### src/mme_pkg.sv
// Shared constants, types and a helper function for the matrix multiply engine.
package mme_pkg;

   localparam int MAX_DIM     = 8;
   localparam int FRAC_BITS   = 16;
   localparam int DATA_W      = 32;
   localparam int DIM_W       = 4;
   localparam int IDX_W       = 3;
   localparam int STORE_DEPTH = MAX_DIM * MAX_DIM;
   localparam int ADDR_W      = (STORE_DEPTH > 1) ? $clog2(STORE_DEPTH) : 1;
   localparam int CNT_W       = $clog2(2 * STORE_DEPTH);
   localparam int PROD_W      = 2 * DATA_W;
   localparam int ACC_W       = PROD_W + $clog2(MAX_DIM);
   localparam int CSR_W       = 32;
   localparam int REG_IDX_W   = 2;
   localparam int PADDR_W     = REG_IDX_W + 2;

   localparam logic [REG_IDX_W-1:0] REG_ROWS  = 2'd0;
   localparam logic [REG_IDX_W-1:0] REG_INNER = 2'd1;
   localparam logic [REG_IDX_W-1:0] REG_COLS  = 2'd2;

   typedef struct packed {
      logic [DIM_W-1:0] m;
      logic [DIM_W-1:0] n;
      logic [DIM_W-1:0] o;
   } dims_type;

   typedef struct packed {
      logic             first_k;
      logic             last_k;
      logic [IDX_W-1:0] row;
      logic [IDX_W-1:0] col;
      logic             last_elem;
   } tag_type;

   typedef struct packed {
      logic              wr_left;
      logic              wr_right;
      logic [ADDR_W-1:0] wr_addr;
      logic              issue;
      logic [ADDR_W-1:0] left_addr;
      logic [ADDR_W-1:0] right_addr;
      tag_type           tag;
   } ctrl_cmd_type;

   typedef struct packed {
      logic advance;
   } dp_status_type;

   function automatic logic [DIM_W-1:0] clamp_dim(input logic [DIM_W-1:0] v);
      logic [DIM_W-1:0] r;
      r = v;
      if (v == '0) begin
         r = DIM_W'(1);
      end else if (v > DIM_W'(MAX_DIM)) begin
         r = DIM_W'(MAX_DIM);
      end
      return r;
   endfunction

endpackage

### src/mme_ctrl.sv
// Controller: load sequencing of both stores and issue of dot-product reads.
module mme_ctrl (
   input  logic                     clock,
   input  logic                     reset,
   input  mme_pkg::dims_type        dims,
   input  logic                     cfg_clear,
   input  logic                     req_valid,
   output logic                     req_ready,
   input  mme_pkg::dp_status_type   status,
   output mme_pkg::ctrl_cmd_type    cmd
);
   import mme_pkg::*;

   localparam logic ST_LOAD = 1'b0;
   localparam logic ST_CALC = 1'b1;

   logic             state_ff, state_in;
   logic [CNT_W-1:0] cnt_ff, cnt_in;
   logic [IDX_W-1:0] r_ff, r_in;
   logic [IDX_W-1:0] c_ff, c_in;
   logic [IDX_W-1:0] k_ff, k_in;
   logic [CNT_W-1:0] left_total;
   logic [CNT_W:0]   total;
   logic [CNT_W:0]   cnt_next;
   logic [CNT_W-1:0] right_off;
   logic [CNT_W-1:0] left_lin;
   logic [CNT_W-1:0] right_lin;
   logic             in_left;
   logic             req_xfer;
   logic             last_k;
   logic             last_c;
   logic             last_r;

   assign left_total = CNT_W'(dims.m) * CNT_W'(dims.n);
   assign total      = (CNT_W+1)'(left_total) + (CNT_W+1)'(CNT_W'(dims.n) * CNT_W'(dims.o));
   assign cnt_next   = {1'b0, cnt_ff} + (CNT_W+1)'(1);
   assign right_off  = cnt_ff - left_total;
   assign in_left    = cnt_ff < left_total;
   assign left_lin   = CNT_W'(r_ff) * CNT_W'(dims.n) + CNT_W'(k_ff);
   assign right_lin  = CNT_W'(k_ff) * CNT_W'(dims.o) + CNT_W'(c_ff);
   assign last_k     = ({1'b0, k_ff} + DIM_W'(1)) == dims.n;
   assign last_c     = ({1'b0, c_ff} + DIM_W'(1)) == dims.o;
   assign last_r     = ({1'b0, r_ff} + DIM_W'(1)) == dims.m;

   assign req_ready = (state_ff == ST_LOAD);
   assign req_xfer  = req_valid && req_ready;

   always_comb begin
      state_in = state_ff;
      cnt_in   = cnt_ff;
      r_in     = r_ff;
      c_in     = c_ff;
      k_in     = k_ff;

      cmd                = '0;
      cmd.wr_left        = req_xfer && in_left;
      cmd.wr_right       = req_xfer && !in_left;
      cmd.wr_addr        = in_left ? cnt_ff[ADDR_W-1:0] : right_off[ADDR_W-1:0];
      cmd.left_addr      = left_lin[ADDR_W-1:0];
      cmd.right_addr     = right_lin[ADDR_W-1:0];
      cmd.tag.first_k    = (k_ff == '0);
      cmd.tag.last_k     = last_k;
      cmd.tag.row        = r_ff;
      cmd.tag.col        = c_ff;
      cmd.tag.last_elem  = last_r && last_c;

      unique case (state_ff)
         ST_LOAD: begin
            if (req_xfer) begin
               if (cnt_next == total) begin
                  cnt_in   = '0;
                  r_in     = '0;
                  c_in     = '0;
                  k_in     = '0;
                  state_in = ST_CALC;
               end else begin
                  cnt_in = cnt_next[CNT_W-1:0];
               end
            end
         end
         ST_CALC: begin
            if (status.advance) begin
               cmd.issue = 1'b1;
               if (!last_k) begin
                  k_in = k_ff + IDX_W'(1);
               end else begin
                  k_in = '0;
                  if (!last_c) begin
                     c_in = c_ff + IDX_W'(1);
                  end else begin
                     c_in = '0;
                     if (!last_r) begin
                        r_in = r_ff + IDX_W'(1);
                     end else begin
                        r_in     = '0;
                        state_in = ST_LOAD;
                     end
                  end
               end
            end
         end
         default: begin
            state_in = ST_LOAD;
         end
      endcase

      if (cfg_clear) begin
         cnt_in   = '0;
         state_in = ST_LOAD;
      end
   end

   always_ff @(posedge clock) begin
      if (reset) begin
         state_ff <= ST_LOAD;
         cnt_ff   <= '0;
         r_ff     <= '0;
         c_ff     <= '0;
         k_ff     <= '0;
      end else begin
         state_ff <= state_in;
         cnt_ff   <= cnt_in;
         r_ff     <= r_in;
         c_ff     <= c_in;
         k_ff     <= k_in;
      end
   end
endmodule

### config.mk
export PLATFORM = sky130hd
export DESIGN_NAME = mme_ctrl
export DESIGN_NICKNAME = d
export VERILOG_FILES = /design/src/mme_pkg.sv /design/src/mme_ctrl.sv
export SDC_FILE = /design/constraint.sdc
export NUM_CORES = 1
export LEC_CHECK = 0
export BUFFER_PORTS_ARGS = -buffer_cell sky130_fd_sc_hd__clkbuf_2
export CAP_MARGIN = 15
export CORE_ASPECT_RATIO = 1.4
export CORE_UTILIZATION = 45
export DETAILED_ROUTE_END_ITERATION = 16
export GPL_ROUTABILITY_DRIVEN = 0
export PLACE_DENSITY = 0.65
export SETUP_SLACK_MARGIN = 0.5
export SLEW_MARGIN = 20
export SYNTH_ARGS = -nofsm -noshare
export SYNTH_HDL_FRONTEND = slang
export SYNTH_SLANG_ARGS = --single-unit
### constraint.sdc
create_clock -name clock -period 13.5 [get_ports clock]
set_clock_uncertainty 0.1 [all_clocks]
set_input_delay 2.7 -clock clock [delete_from_list [all_inputs] [get_ports clock]]
set_output_delay 2.7 -clock clock [all_outputs]
set_load 0.01 [all_outputs]
==> impl_metrics.csv <==
group,metric,value,unit
global_route,grt_pass1_wl,12.03,mm
power,intPower,0.1395,mW
synthesis,syn_area_per_cell,8.332,µm²
synthesis,seq_area_frac_synth,10.39,%
critical_path,worstSetupStartpoint,"dims[7]",
placement,dp_slack,4114,ps
power,power,0.2366,mW
drt,dr.pass1.iters,6,
timing,fin_ws,4112,ps
synthesis,synth_edf_count,0,
timing,tns,0,ps
drt,drt_wl_total,7.074,mm
global_route,antenna_found_initial,0,
synthesis,ys.warnings.count,0,
timing,max_freq,0.1065,GHz
timing,period_share,69.54,%
die,die_w,74.10,µm
timing,slew_headroom,44.75,%
clocking,root_buffer,"clkbuf_8",
worst_hold_path,holdPathEnd,"c_ff[2]$_SDFFE_PP0P_",
power,p_sw_share,41.06,%
synthesis,yosysTopAreaCell,"ha_1",
flow_run,maxCapViolations,0,
timing,hold_viol_final,0,
placement,portBuffers,47,
synthesis,ys.flop_type,"dfxtp_1",
worst_hold_path,hold_path.startpoint,"c_ff[2]$_SDFFE_PP0P_",
critical_path,reg2reg_from,"cnt_ff[1]$_SDFFE_PP0P_",
synthesis,synth_area_leaders,"ha_1, fa_1, dfxtp_1, xnor2_1, and2_1",
drt,vias,2706,
power,vdd_drop_max,0.00004655,V
timing,drv_slew,0,
critical_path,path_class,"in2out",
synthesis,synth_common_cells,"ha_1, inv_1, nand2_1",
die,coreArea,6982,µm²
critical_path,crit_path_end_kind,"output port",
critical_path,worst_r2r_path_depth,8,
die,die_area,7627,µm²
clocking,clock_latency,250,ps
drt,dr.first_iter.drc_count,117,
timing,tightest_slew,823.8,ps
synthesis,yosysMostFrequentCell,"ha_1",
critical_path,critPathArrivalTime,6590,ps
final_layout,insertedDiodeCount,0,
die,start_util,46.90,%
synthesis,netlist_instances,393,
critical_path,timing.rr.end,"r_ff[2]$_SDFFE_PP0P_",
timing,rsz0062_at_grt,"no",
critical_path,required,10700,ps
clocking,clk_pin_slew_worst_paths,70,ps
clocking,htreeDepth,1,
die,num_io_pins,48,
global_route,grt_overflow,0,
timing,hold_ws,460.8,ps
final_layout,fin_nets,528,
power,power_switching,0.09717,mW
power,pwr-share-clk,16.1,%
global_route,grtUsageTotal,20.05,%
clocking,numCtsBuffers,3,
synthesis,syn-num-nets,489,
critical_path,worstPathMaxFanout,14,
die,dieHeight,102.9,µm
power,powerDensity,65.40,nW/µm²
power,power_leakage,1.956,nW
drt,drc,0,
worst_hold_path,whs_path_depth,2,
run_status,outcome,"completed",
final_layout,drive_above_1_share,14.62,%
synthesis,yosys.cell_types.count,43,
final_layout,syn_to_final_growth,10.51,%
clocking,ctsHoldBuffers,0,
critical_path,critPathLaunchType,"primary input",
clocking,numClockSinks,17,
clocking,cts_tree,"yes",
synthesis,ys_seq_elements,17,
clocking,cts.repair.resized,0,
global_route,grt_max_degree,15,
synthesis,netlist_area,3274,µm²
synthesis,synth_top_area_share,21.78,%
power,comb_power_share,62.4,%
die,rows,36,
placement,dp.final_hpwl,5.970,mm
drt,ant_nets,0,
power,pwr-share-seq,21.6,%
critical_path,rrSetupSlack,10120,ps
global_route,grt_pass1_vias,2680,
drt,routedWlPerCell,13.45,µm
worst_hold_path,hold_path_class,"reg2reg",
timing,period_needed,9388,ps
clocking,postCtsSetupBuffers,0,
drt,via_per_inst,5.144,
timing,setup_violations,0,
clocking,clockBufferDepth,2,
synthesis,async_flop_share,0,%
## routing by layer
| layer | up-vias | share of wire [%] | GRT usage, % |
|---|---|---|---|
| met3 | 8 | 1.6 | 1.173 |
| li1 | 1384 | - | - |
| met4 | 0 | 1.3 | 4.586 |
| met2 | 38 | 52 | 38.04 |
| met5 | - | 0 | 0 |
| met1 | 1276 | 45 | 24.20 |
## flip-flops by register name, indices dropped and copies added, names as in the netlist
name,cells
cnt_ff,7
state_ff,1
k_ff,3
r_ff,3
c_ff,3
## cell families (layout without fill, tap and decap cells)
family | count (synthesis) | count (layout) | synth area share [%]
buffers and inverters | 60 | 98 | 7.107
AND/OR/NAND/NOR | 128 | 128 | 19.64
adder cells (fa/ha/maj) | 79 | 79 | 35.23
multiplexers | 7 | 7 | 2.331
XOR/XNOR | 51 | 51 | 14.10
AO/OA/AOI/OAI | 51 | 51 | 11.20
flip-flops | 17 | 17 | 10.39
## how the worst max path moves through the flow
stage,to
3_5_place_dp,cmd[23]
4_1_cts,cmd[23]
6_report,cmd[23]
5_1_grt,cmd[23]
3_3_place_gp,cmd[27]
2_1_floorplan,cmd[23]
## cell type report
cell class / instances / area (µm²)
Multi-Input combinational cell: 316 / 2701
Tap cell: 95 / 118.9
Fill cell: 713 / 3363
Clock buffer: 3 / 41.29
Clock inverter: 1 / 5.005
Sequential cell: 17 / 340.3
Inverter: 47 / 176.4
Timing Repair Buffer: 47 / 235.2
## worst max-delay path, stage by stage
cell and delay (ps):
clkbuf_2 240, nand2_1 120, fa_1 520, fa_1 550
inv_1 70, fa_1 460, a21o_1 190, a21oi_1 170
xor2_1 230, inv_1 70, ha_1 290, a21oi_1 150
o21a_1 330, mux2_2 370, clkbuf_2 120
## cells in the final DEF, fill, tap and decap left out, drive strengths merged, types with 2 or more instances in the layout
cell type | Yosys | layout
clkbuf | 9 | 50
a32o | 4 | 4
a31oi | 3 | 3
nand4 | 3 | 3
a31o | 5 | 5
nor4 | 2 | 2
xor2 | 21 | 21
nor3 | 7 | 7
nand2 | 42 | 42
dfxtp | 17 | 17
ha | 57 | 57
fa | 22 | 22
mux2 | 5 | 5
nor2b | 3 | 3
mux2i | 2 | 2
or3 | 2 | 2
inv | 47 | 47
a21o | 11 | 11
and2 | 38 | 38
nand3 | 9 | 9
xnor2 | 29 | 29
nor2 | 16 | 16
and3 | 2 | 2
a21oi | 14 | 14
o21ai | 3 | 3
## metrics by stage
stage,cell area (µm²),instances,utilization (%)
floorplan,3274,393,-
global placement,3572,522,51.16
global route,3618,526,51.83
CTS,3618,526,51.83
finish,3618,526,51.83
detailed placement,3572,522,51.16
## power groups by stage
stage | logic (mW) | registers (mW) | clock network [mW]
floorplan | 0.117 | 0.0519 | 0
global placement | 0.145 | 0.0522 | 0
detailed placement | 0.149 | 0.0522 | 0
CTS | 0.150 | 0.0510 | 0.0401
global route | 0.167 | 0.0511 | 0.0414
finish | 0.148 | 0.0510 | 0.0380
No activity file was read; power rests on OpenSTA's default activity.
