<file path="src/mme_pkg.sv">
// Shared constants, types and a helper function for the matrix multiply engine.
package mme_pkg;

   localparam int MAX_DIM     = 8;
   localparam int FRAC_BITS   = 16;
   localparam int DATA_W      = 32;
   localparam int DIM_W       = 4;
   localparam int IDX_W       = 3;
   localparam int STORE_DEPTH = MAX_DIM * MAX_DIM;
   localparam int ADDR_W      = (STORE_DEPTH > 1) ? $clog2(STORE_DEPTH) : 1;
   localparam int CNT_W       = $clog2(2 * STORE_DEPTH);
   localparam int PROD_W      = 2 * DATA_W;
   localparam int ACC_W       = PROD_W + $clog2(MAX_DIM);
   localparam int CSR_W       = 32;
   localparam int REG_IDX_W   = 2;
   localparam int PADDR_W     = REG_IDX_W + 2;

   localparam logic [REG_IDX_W-1:0] REG_ROWS  = 2'd0;
   localparam logic [REG_IDX_W-1:0] REG_INNER = 2'd1;
   localparam logic [REG_IDX_W-1:0] REG_COLS  = 2'd2;

   typedef struct packed {
      logic [DIM_W-1:0] m;
      logic [DIM_W-1:0] n;
      logic [DIM_W-1:0] o;
   } dims_type;

   typedef struct packed {
      logic             first_k;
      logic             last_k;
      logic [IDX_W-1:0] row;
      logic [IDX_W-1:0] col;
      logic             last_elem;
   } tag_type;

   typedef struct packed {
      logic              wr_left;
      logic              wr_right;
      logic [ADDR_W-1:0] wr_addr;
      logic              issue;
      logic [ADDR_W-1:0] left_addr;
      logic [ADDR_W-1:0] right_addr;
      tag_type           tag;
   } ctrl_cmd_type;

   typedef struct packed {
      logic advance;
   } dp_status_type;

   function automatic logic [DIM_W-1:0] clamp_dim(input logic [DIM_W-1:0] v);
      logic [DIM_W-1:0] r;
      r = v;
      if (v == '0) begin
         r = DIM_W'(1);
      end else if (v > DIM_W'(MAX_DIM)) begin
         r = DIM_W'(MAX_DIM);
      end
      return r;
   endfunction

endpackage

</file>
<file path="src/mme_csr.sv">
// APB-style configuration registers holding the three matrix dimensions.
module mme_csr (
   input  logic                          clock,
   input  logic                          reset,
   input  logic                          psel,
   input  logic                          penable,
   input  logic                          pwrite,
   input  logic [mme_pkg::PADDR_W-1:0]   paddr,
   input  logic [mme_pkg::CSR_W-1:0]     pwdata,
   output logic [mme_pkg::CSR_W-1:0]     prdata,
   output logic                          pready,
   output mme_pkg::dims_type             dims,
   output logic                          cfg_clear
);
   import mme_pkg::*;

   logic [DIM_W-1:0]     rows_ff, rows_in;
   logic [DIM_W-1:0]     inner_ff, inner_in;
   logic [DIM_W-1:0]     cols_ff, cols_in;
   logic [REG_IDX_W-1:0] reg_idx;
   logic                 wr_xfer;

   assign pready  = 1'b1;
   assign reg_idx = paddr[PADDR_W-1:2];
   assign wr_xfer = psel && penable && pwrite && pready;

   always_comb begin
      rows_in   = rows_ff;
      inner_in  = inner_ff;
      cols_in   = cols_ff;
      cfg_clear = 1'b0;
      prdata    = '0;
      unique case (reg_idx)
         REG_ROWS: begin
            prdata = CSR_W'(rows_ff);
            if (wr_xfer) begin
               rows_in   = pwdata[DIM_W-1:0];
               cfg_clear = 1'b1;
            end
         end
         REG_INNER: begin
            prdata = CSR_W'(inner_ff);
            if (wr_xfer) begin
               inner_in  = pwdata[DIM_W-1:0];
               cfg_clear = 1'b1;
            end
         end
         REG_COLS: begin
            prdata = CSR_W'(cols_ff);
            if (wr_xfer) begin
               cols_in   = pwdata[DIM_W-1:0];
               cfg_clear = 1'b1;
            end
         end
         default: begin
            prdata = '0;
         end
      endcase
   end

   always_ff @(posedge clock) begin
      if (reset) begin
         rows_ff  <= DIM_W'(MAX_DIM);
         inner_ff <= DIM_W'(MAX_DIM);
         cols_ff  <= DIM_W'(MAX_DIM);
      end else begin
         rows_ff  <= rows_in;
         inner_ff <= inner_in;
         cols_ff  <= cols_in;
      end
   end

   assign dims.m = clamp_dim(rows_ff);
   assign dims.n = clamp_dim(inner_ff);
   assign dims.o = clamp_dim(cols_ff);
endmodule

</file>
<file path="config.mk">
export PLATFORM = sky130hd
export DESIGN_NAME = mme_csr
export DESIGN_NICKNAME = d
export VERILOG_FILES = /design/src/mme_pkg.sv /design/src/mme_csr.sv
export SDC_FILE = /design/constraint.sdc
export NUM_CORES = 1
export LEC_CHECK = 0
export BUFFER_PORTS_ARGS = -buffer_cell sky130_fd_sc_hd__buf_2
export CAP_MARGIN = 15
export CORE_UTILIZATION = 36
export CTS_CLUSTER_DIAMETER = 100
export DETAILED_ROUTE_END_ITERATION = 16
export HOLD_SLACK_MARGIN = 0.1
export PLACE_DENSITY = 0.88
export SLEW_MARGIN = 20
export SYNTH_ARGS = -nofsm -noshare
export SYNTH_HDL_FRONTEND = slang
export SYNTH_SLANG_ARGS = --single-unit
</file>
<file path="constraint.sdc">
create_clock -name clock -period 1.2 [get_ports clock]
set_input_delay 0.24 -clock clock [delete_from_list [all_inputs] [get_ports clock]]
set_output_delay 0.24 -clock clock [all_outputs]
set_load 0.005 [all_outputs]
</file>
==> run_results.csv, run 1 <==
group,metric,value,unit
run_status,status,"finished with violations",
run_status,violations,"negative setup slack",
critical_path,cp_slowest_cell,"dfxtp_2",
timing,slew_violations,0,
synthesis,synth-main-ff-cell,"dfxtp_1",
critical_path,cp_top_family,"flip-flops",
routing,dr.pass1.iters,4,
clock_tree,numCtsBuffers,3,
global_route,antenna_found_initial,0,
routing,num_vias,720,
clock_tree,clockBufferDepth,2,
critical_path,crit_required,0.96,ns
cells_and_area,fin_nets,182,
clock_tree,cts_root_buf,"clkbuf_4",
timing,final.setup_skew,0,ns
min_path,hp-class,"input port to flop",
critical_path,r2r-start,"rows_ff[3]$_SDFFE_PP1P_",
die,initial_core_util,39.4,%
clock_tree,clk_pin_slew,0.08,ns
die,die_h,51.9,um
synthesis,synthesis.instances,110,
die,dieArea,2700,um2
synthesis,syn_avg_cell_area,8.16,um2
timing,fmaxAchievable,810,MHz
pwr,powerDensity,816,nW/um2
synthesis,synth_top_family_by_area,"buffers and inverters",
critical_path,crit_path_cell_trace,"mux2i_1 -> o21ai_1 -> buf_2",
die,die_w,51.9,um
routing,initialDrtViolationCount,8,
placement,place.port_buffers,27,
placement,dp_hpwl,1300,um
global_route,first_global_vias,560,
cells_and_area,syn_to_final_growth,15.9,%
timing,fin_crit_sh,103,%
routing,via_per_inst,4.29,
synthesis,synth_area,897,um2
critical_path,cpPeakStageDelay,0.36,ns
synthesis,yosys.area_share.adder,0,%
synthesis,yosysWarnings,0,
timing,setup_slack,-0.0352,ns
cells_and_area,layout-drive-gt1-share,37.9,%
synthesis,synth_xor_area_share,0,%
timing,hold_violations,0,
cells_and_area,design_area,1040,um2
timing,period_needed,1.24,ns
placement,dp_slack,-0.0141,ns
synthesis,synth_compound_area_share,2.79,%
synthesis,synth_top_cell_area_share,26.8,%
cells_and_area,antenna_cells_inserted,0,
synthesis,ys_ff_latch,12,
critical_path,critPathKind,"flop to output port",
critical_path,timing.rr.end,"rows_ff[3]$_SDFFE_PP1P_",
synthesis,synth_edf_count,0,
critical_path,crit_arrival,1.00,ns
global_route,grt_pass1_wl,2280,um
timing,fin_tns_setup,-0.0774,ns
synthesis,synthTopCellsByArea,"dfxtp_1 (27%), buf_4 (24%), mux2i_1 (18%)",
timing,finalSetupViolations,4,
critical_path,reg2reg_depth,3,
cells_and_area,fin_util,45.7,%
placement,gp_congestion,0.724,
global_route,overflow,0,
min_path,min_from,"pwdata[3]",
synthesis,synth_top_area_cell,"dfxtp_1",
clock_tree,cts_tree,"done",
routing,drt.antenna.violating_nets,0,
routing,drc,0,
global_route,grt_max_degree,17,
global_route,grt_util_all_layers,11.9,%
job,cap_violations,0,
placement,dpl_cell_area,965,um2
clock_tree,clkLatencyLatePin,0.28,ns
routing,wl_per_cell,9.43,um
routing,routed_wl,1580,um
critical_path,worstSetupEndpointType,"output port",
critical_path,crit_fanout,4,
clock_tree,htree_levels,1,
die,io-pin-count,87,
clock_tree,clock-sinks,12,
critical_path,rrSetupSlack,0.47,ns
synthesis,synthMuxAreaShare,17.9,%
critical_path,critPathLaunchType,"flop",
pwr,cellLeakagePower,0.552,nW
pwr,ir_drop,0.786,mV
critical_path,cp_num_buf_inv,1,
min_path,min_delay_worst_endpoint,"inner_ff[3]$_SDFFE_PP1P_",
synthesis,yosysSeqAreaShare,26.8,%
clock_tree,hold_buffers,0,
die,core.rowCount,17,
die,coreArea,2280,um2
synthesis,synth_simple_gate_area_share,24.0,%
synthesis,synth.distinct_cells,18,
min_path,hold_depth,3,
synthesis,async_reset_ff_share,0,%
timing,rsz0062_at_grt,"yes",
cells_and_area,fillers,233,
## stage by stage
stage / cells / power (mW) / hold slack (ns)
after floorplan: 137 / 0.553 / 0.421
after global placement: 163 / 0.522 / 0.485
after detailed placement: 163 / 0.523 / 0.488
after CTS: 168 / 0.853 / 0.236
after global routing: 168 / 0.883 / 0.282
final: 168 / 0.849 / 0.235
## state kept, by name, indices dropped and copies added, names as in the netlist
register	count
cols_ff	4
inner_ff	4
rows_ff	4
## how the worst max path moves through the flow
stage	start	slack [ns]	cells after the start	to
after floorplan	paddr[3]	0.09	4	inner_ff[0]$_SDFFE_PP0P_
after global placement	pwrite	0.006	4	cols_ff[3]$_SDFFE_PP1P_
after detailed placement	pwrite	-0.01	4	cols_ff[3]$_SDFFE_PP1P_
after CTS	cols_ff[1]$_SDFFE_PP0P_	-0.04	4	dims[0]
after global routing	inner_ff[1]$_SDFFE_PP0P_	-0.09	4	dims[4]
final	cols_ff[2]$_SDFFE_PP0P_	-0.04	3	prdata[2]
## metal layers
metal | vias up | share of wire (%) | wire length (um) | GRT usage [%]
met5 | - | 0 | 0 | 0
met4 | 0 | 0.82 | 13 | 4.05
met3 | 3 | 7.6 | 121 | 5.26
met2 | 31 | 51 | 802 | 20.9
met1 | 333 | 41 | 646 | 12.5
li1 | 353 | - | - | -
## cell families (layout without fill, tap and decap cells)
group                  count (synthesis)  count (layout)
AO/OA/AOI/OAI                          5               5
buffers and inverters                 35              38
flip-flops                            12              12
multiplexers                          16              16
other                                  2              29
AND/OR/NAND/NOR                       40              40
## synth_stat cells, types with 2 or more instances
cell type / count
o21ai_0: 4
dfxtp_1: 12
mux2i_1: 16
buf_4: 29
nand2_1: 4
nor2_1: 13
conb_1: 2
nand2b_1: 12
nor2b_1: 6
clkbuf_1: 4
## report_power, final
| group | internal, mW | switching [mW] |
|---|---|---|
| clock | 0.185 | 0.145 |
| combinational | 0.0462 | 0.0639 |
| sequential | 0.404 | 0.00491 |
| total | 0.635 | 0.214 |
## final cells by class
| class | count | area (um2) | share of cell area, % |
|---|---|---|---|
| multi-input combinational | 90 | 519 | 49.9 |
| sequential | 12 | 254 | 24.4 |
| timing repair buffer | 34 | 195 | 18.8 |
| clock buffer | 4 | 36.3 | 3.49 |
| tap | 28 | 35.0 | 3.37 |
## cell usage in the layout (no fill, tap or decap), drive strengths merged, types with 4 or more instances in the layout
cell	netlist	routed
nor2	13	13
nor2b	6	6
dfxtp	12	12
conb	2	29
buf	30	34
mux2i	16	16
nand2	4	4
o21ai	4	4
nand2b	12	12
clkbuf	5	4
## tightest hold or removal path, stage by stage
cell and delay, ns:
buf_2 0.08, nor2_1 0.06, mux2i_1 0.11
## timing repair
item	4_1_cts	5_1_grt
resized for setup	14	5
pin swaps	1	0
hold endpoints to repair	0	0
endpoints found under the setup margin	11	12
buffers inserted	1	0
(Power assumes the default switching activity.)
==> run 2: changes to the inputs <==
ABC_AREA = 1   (was not set)
PLACE_DENSITY = 0.87   (was 0.88)
==> run 2 against run 1 <==
Net effect:
- the run still ends with negative setup slack left
- sequential power barely moved
- cell count up 24%
- critical path depth is the same
- synthesized area up 4.3%
- routed wire length up 24%
- utilization shrank 1.1 points
- critical path type unchanged
- critical endpoint is now prdata[1]
- highest routed layer unchanged
==> run_results.csv, run 2 <==
group,metric,value,unit
run_status,status,"finished with violations",
run_status,violations,"negative setup slack",
pwr,combinationalPowerShare,18.4,%
cells_and_area,layout-drive-gt1-share,41.6,%
clock_tree,htree_levels,1,
pwr,p_int,0.649,mW
critical_path,worstSetupEndpointType,"output port",
die,die_h,53.0,um
timing,fin_crit_sh,104,%
synthesis,synthMuxAreaShare,0,%
critical_path,crit_required,0.96,ns
die,core.rowCount,18,
job,cap_violations,0,
critical_path,cpPeakStageDelay,0.34,ns
cells_and_area,instances_no_fill,208,
global_route,antenna_found_initial,0,
synthesis,ys_ff_latch,12,
timing,setup_slack,-0.0461,ns
pwr,pwr-share-seq,44.8,%
global_route,grt_pass1_wl,3020,um
synthesis,synth_edf_count,0,
synthesis,synth_most_common_cell,"buf_4",
timing,slew_violations,0,
critical_path,crit_path_cell_trace,"inv_2 -> o211ai_1 -> buf_2",
die,coreArea,2480,um2
timing,final.setup_skew,0,ns
routing,num_vias,905,
timing,fin_tns_setup,-0.134,ns
cells_and_area,layout_commonest_cell,"conb_1",
clock_tree,clk_pin_slew,0.09,ns
timing,period_needed,1.25,ns
cells_and_area,most-common-layout-cells,"conb_1 (29), buf_2 (27), nor2_1 (24)",
placement,gp_congestion,0.875,
critical_path,critPathLaunchType,"flop",
cells_and_area,antenna_cells_inserted,0,
synthesis,ys_top_cells_by_count,"buf_4 (30), nand2_1 (25), nor2_1 (25)",
die,initial_core_util,37.8,%
clock_tree,cts_tree,"done",
die,io-pin-count,87,
placement,dp_slack,-0.0258,ns
routing,initialDrtViolationCount,10,
synthesis,synth_top_area_cell,"dfxtp_1",
clock_tree,clock-sinks,12,
pwr,powerDensity,831,nW/um2
synthesis,synth_top_cell_area_share,25.7,%
timing,rsz0062_at_grt,"yes",
global_route,overflow,0,
synthesis,yosysWarnings,0,
routing,drc,0,
critical_path,crit_fanout,3,
synthesis,yosys.area_share.adder,0,%
synthesis,synth_xor_area_share,0,%
synthesis,syn_avg_cell_area,6.41,um2
pwr,power.switching,0.269,mW
cells_and_area,syn_to_final_growth,18.0,%
timing,hold_ws,0.223,ns
timing,fmaxAchievable,803,MHz
synthesis,synth.distinct_cells,16,
clock_tree,cts_root_buf,"clkbuf_4",
clock_tree,postCtsSetupRepairBufs,0,
timing,hold_violations,0,
routing,wl_per_cell,9.48,um
synthesis,synth_compound_area_share,6.68,%
pwr,ir_drop,0.381,mV
synthesis,yosysSeqAreaShare,25.7,%
placement,dp_cells,204,
critical_path,cp_slowest_cell,"dfxtp_2",
pwr,cellLeakagePower,0.559,nW
routing,routed_wl,1970,um
synthesis,synthesis.instances,146,
routing,drt.antenna.violating_nets,0,
routing,via_per_inst,4.35,
cells_and_area,fin_nets,220,
clock_tree,numCtsBuffers,3,
routing,dr.pass1.iters,4,
synthesis,synth_simple_gate_area_share,35.6,%
pwr,clkPwrFrac,36.8,%
clock_tree,clockBufferDepth,2,
timing,finalSetupViolations,5,
min_path,hp-class,"input port to flop",
synthesis,synth_top_family_by_area,"simple AND/OR/NAND/NOR gates",
pwr,swShare,29.3,%
synthesis,synth_area,936,um2
global_route,grt_max_degree,13,
die,dieArea,2810,um2
clock_tree,clkLatencyLatePin,0.28,ns
die,die_w,53.0,um
critical_path,crit_arrival,1.01,ns
synthesis,synthTopCellsByArea,"dfxtp_1 (26%), buf_4 (24%), nand2_1 (10%)",
synthesis,async_reset_ff_share,0,%
placement,place.port_buffers,27,
global_route,grt_util_all_layers,14.9,%
critical_path,critPathKind,"flop to output port",
synthesis,synth-main-ff-cell,"dfxtp_1",
clock_tree,hold_buffers,0,
global_route,first_global_vias,744,
placement,dp_hpwl,1550,um
cells_and_area,reg.largest.list,"cols_ff x4, inner_ff x4, rows_ff x4",
-- run 2: layout make-up --
type                    count  area, um2
clock buffers               4       36.3
fillers                   274       1370
inverters                  15       56.3
well taps                  30       37.5
repair buffers             34        188
flip-flops and latches     12        262
multi-input cells         113        526
-- run 2: worst max-delay path, delay by kind of cell, from the launching register on --
family,cells,cell delay [ns]
flip-flops,1,0.34
buffers and inverters,2,0.20
AO/OA/AOI/OAI,1,0.18
-- run 2: cell families after synthesis --
group                  count (synthesis)
other                                  2
DFF                                   12
and+or+nand+nor                       73
AOI/OAI and AO/OA                     11
buffers and inverters                 48
-- run 2: final timing paths --
path | start | end | slack (ns) | cells past startpoint
worst max register to register | inner_ff[3]$_SDFFE_PP1P_ | inner_ff[3]$_SDFFE_PP1P_ | 0.55 | 2
worst min-delay path | pwdata[3] | rows_ff[3]$_SDFFE_PP1P_ | 0.22 | 3
worst min register to register | inner_ff[0]$_SDFFE_PP0P_ | inner_ff[0]$_SDFFE_PP0P_ | 0.50 | 2
worst max-delay path | inner_ff[1]$_SDFFE_PP0P_ | prdata[1] | -0.05 | 3
-- run 2: through the flow --
stage | power [mW] | area (um2) | utilization, %
after floorplan | 0.587 | 1040 | -
after global placement | 0.581 | 1030 | 41.4
after detailed placement | 0.585 | 1030 | 41.4
after CTS | 0.918 | 1080 | 43.6
after global routing | 0.956 | 1100 | 44.6
final | 0.919 | 1100 | 44.6
-- run 2: routing by layer --
layer	routed length, um	share of wire, %	global-route usage [%]
met4	23	1.2	6.58
met5	0	0	0
met1	884	45	19.2
met3	157	8.0	2.59
met2	906	46	23.8
-- run 2: timing repair --
action	CTS	global route
resized for setup	17	11
endpoints found under the hold margin	0	0
pin swaps	6	4
endpoints found under the setup margin	8	8
-- run 2: power groups by stage --
stage	clock network [mW]	registers, mW	logic [mW]
detailed placement	0	0.424	0.161
floorplan	0	0.422	0.165
global placement	0	0.424	0.157
global route	0.348	0.413	0.194
CTS	0.337	0.416	0.164
finish	0.338	0.412	0.169
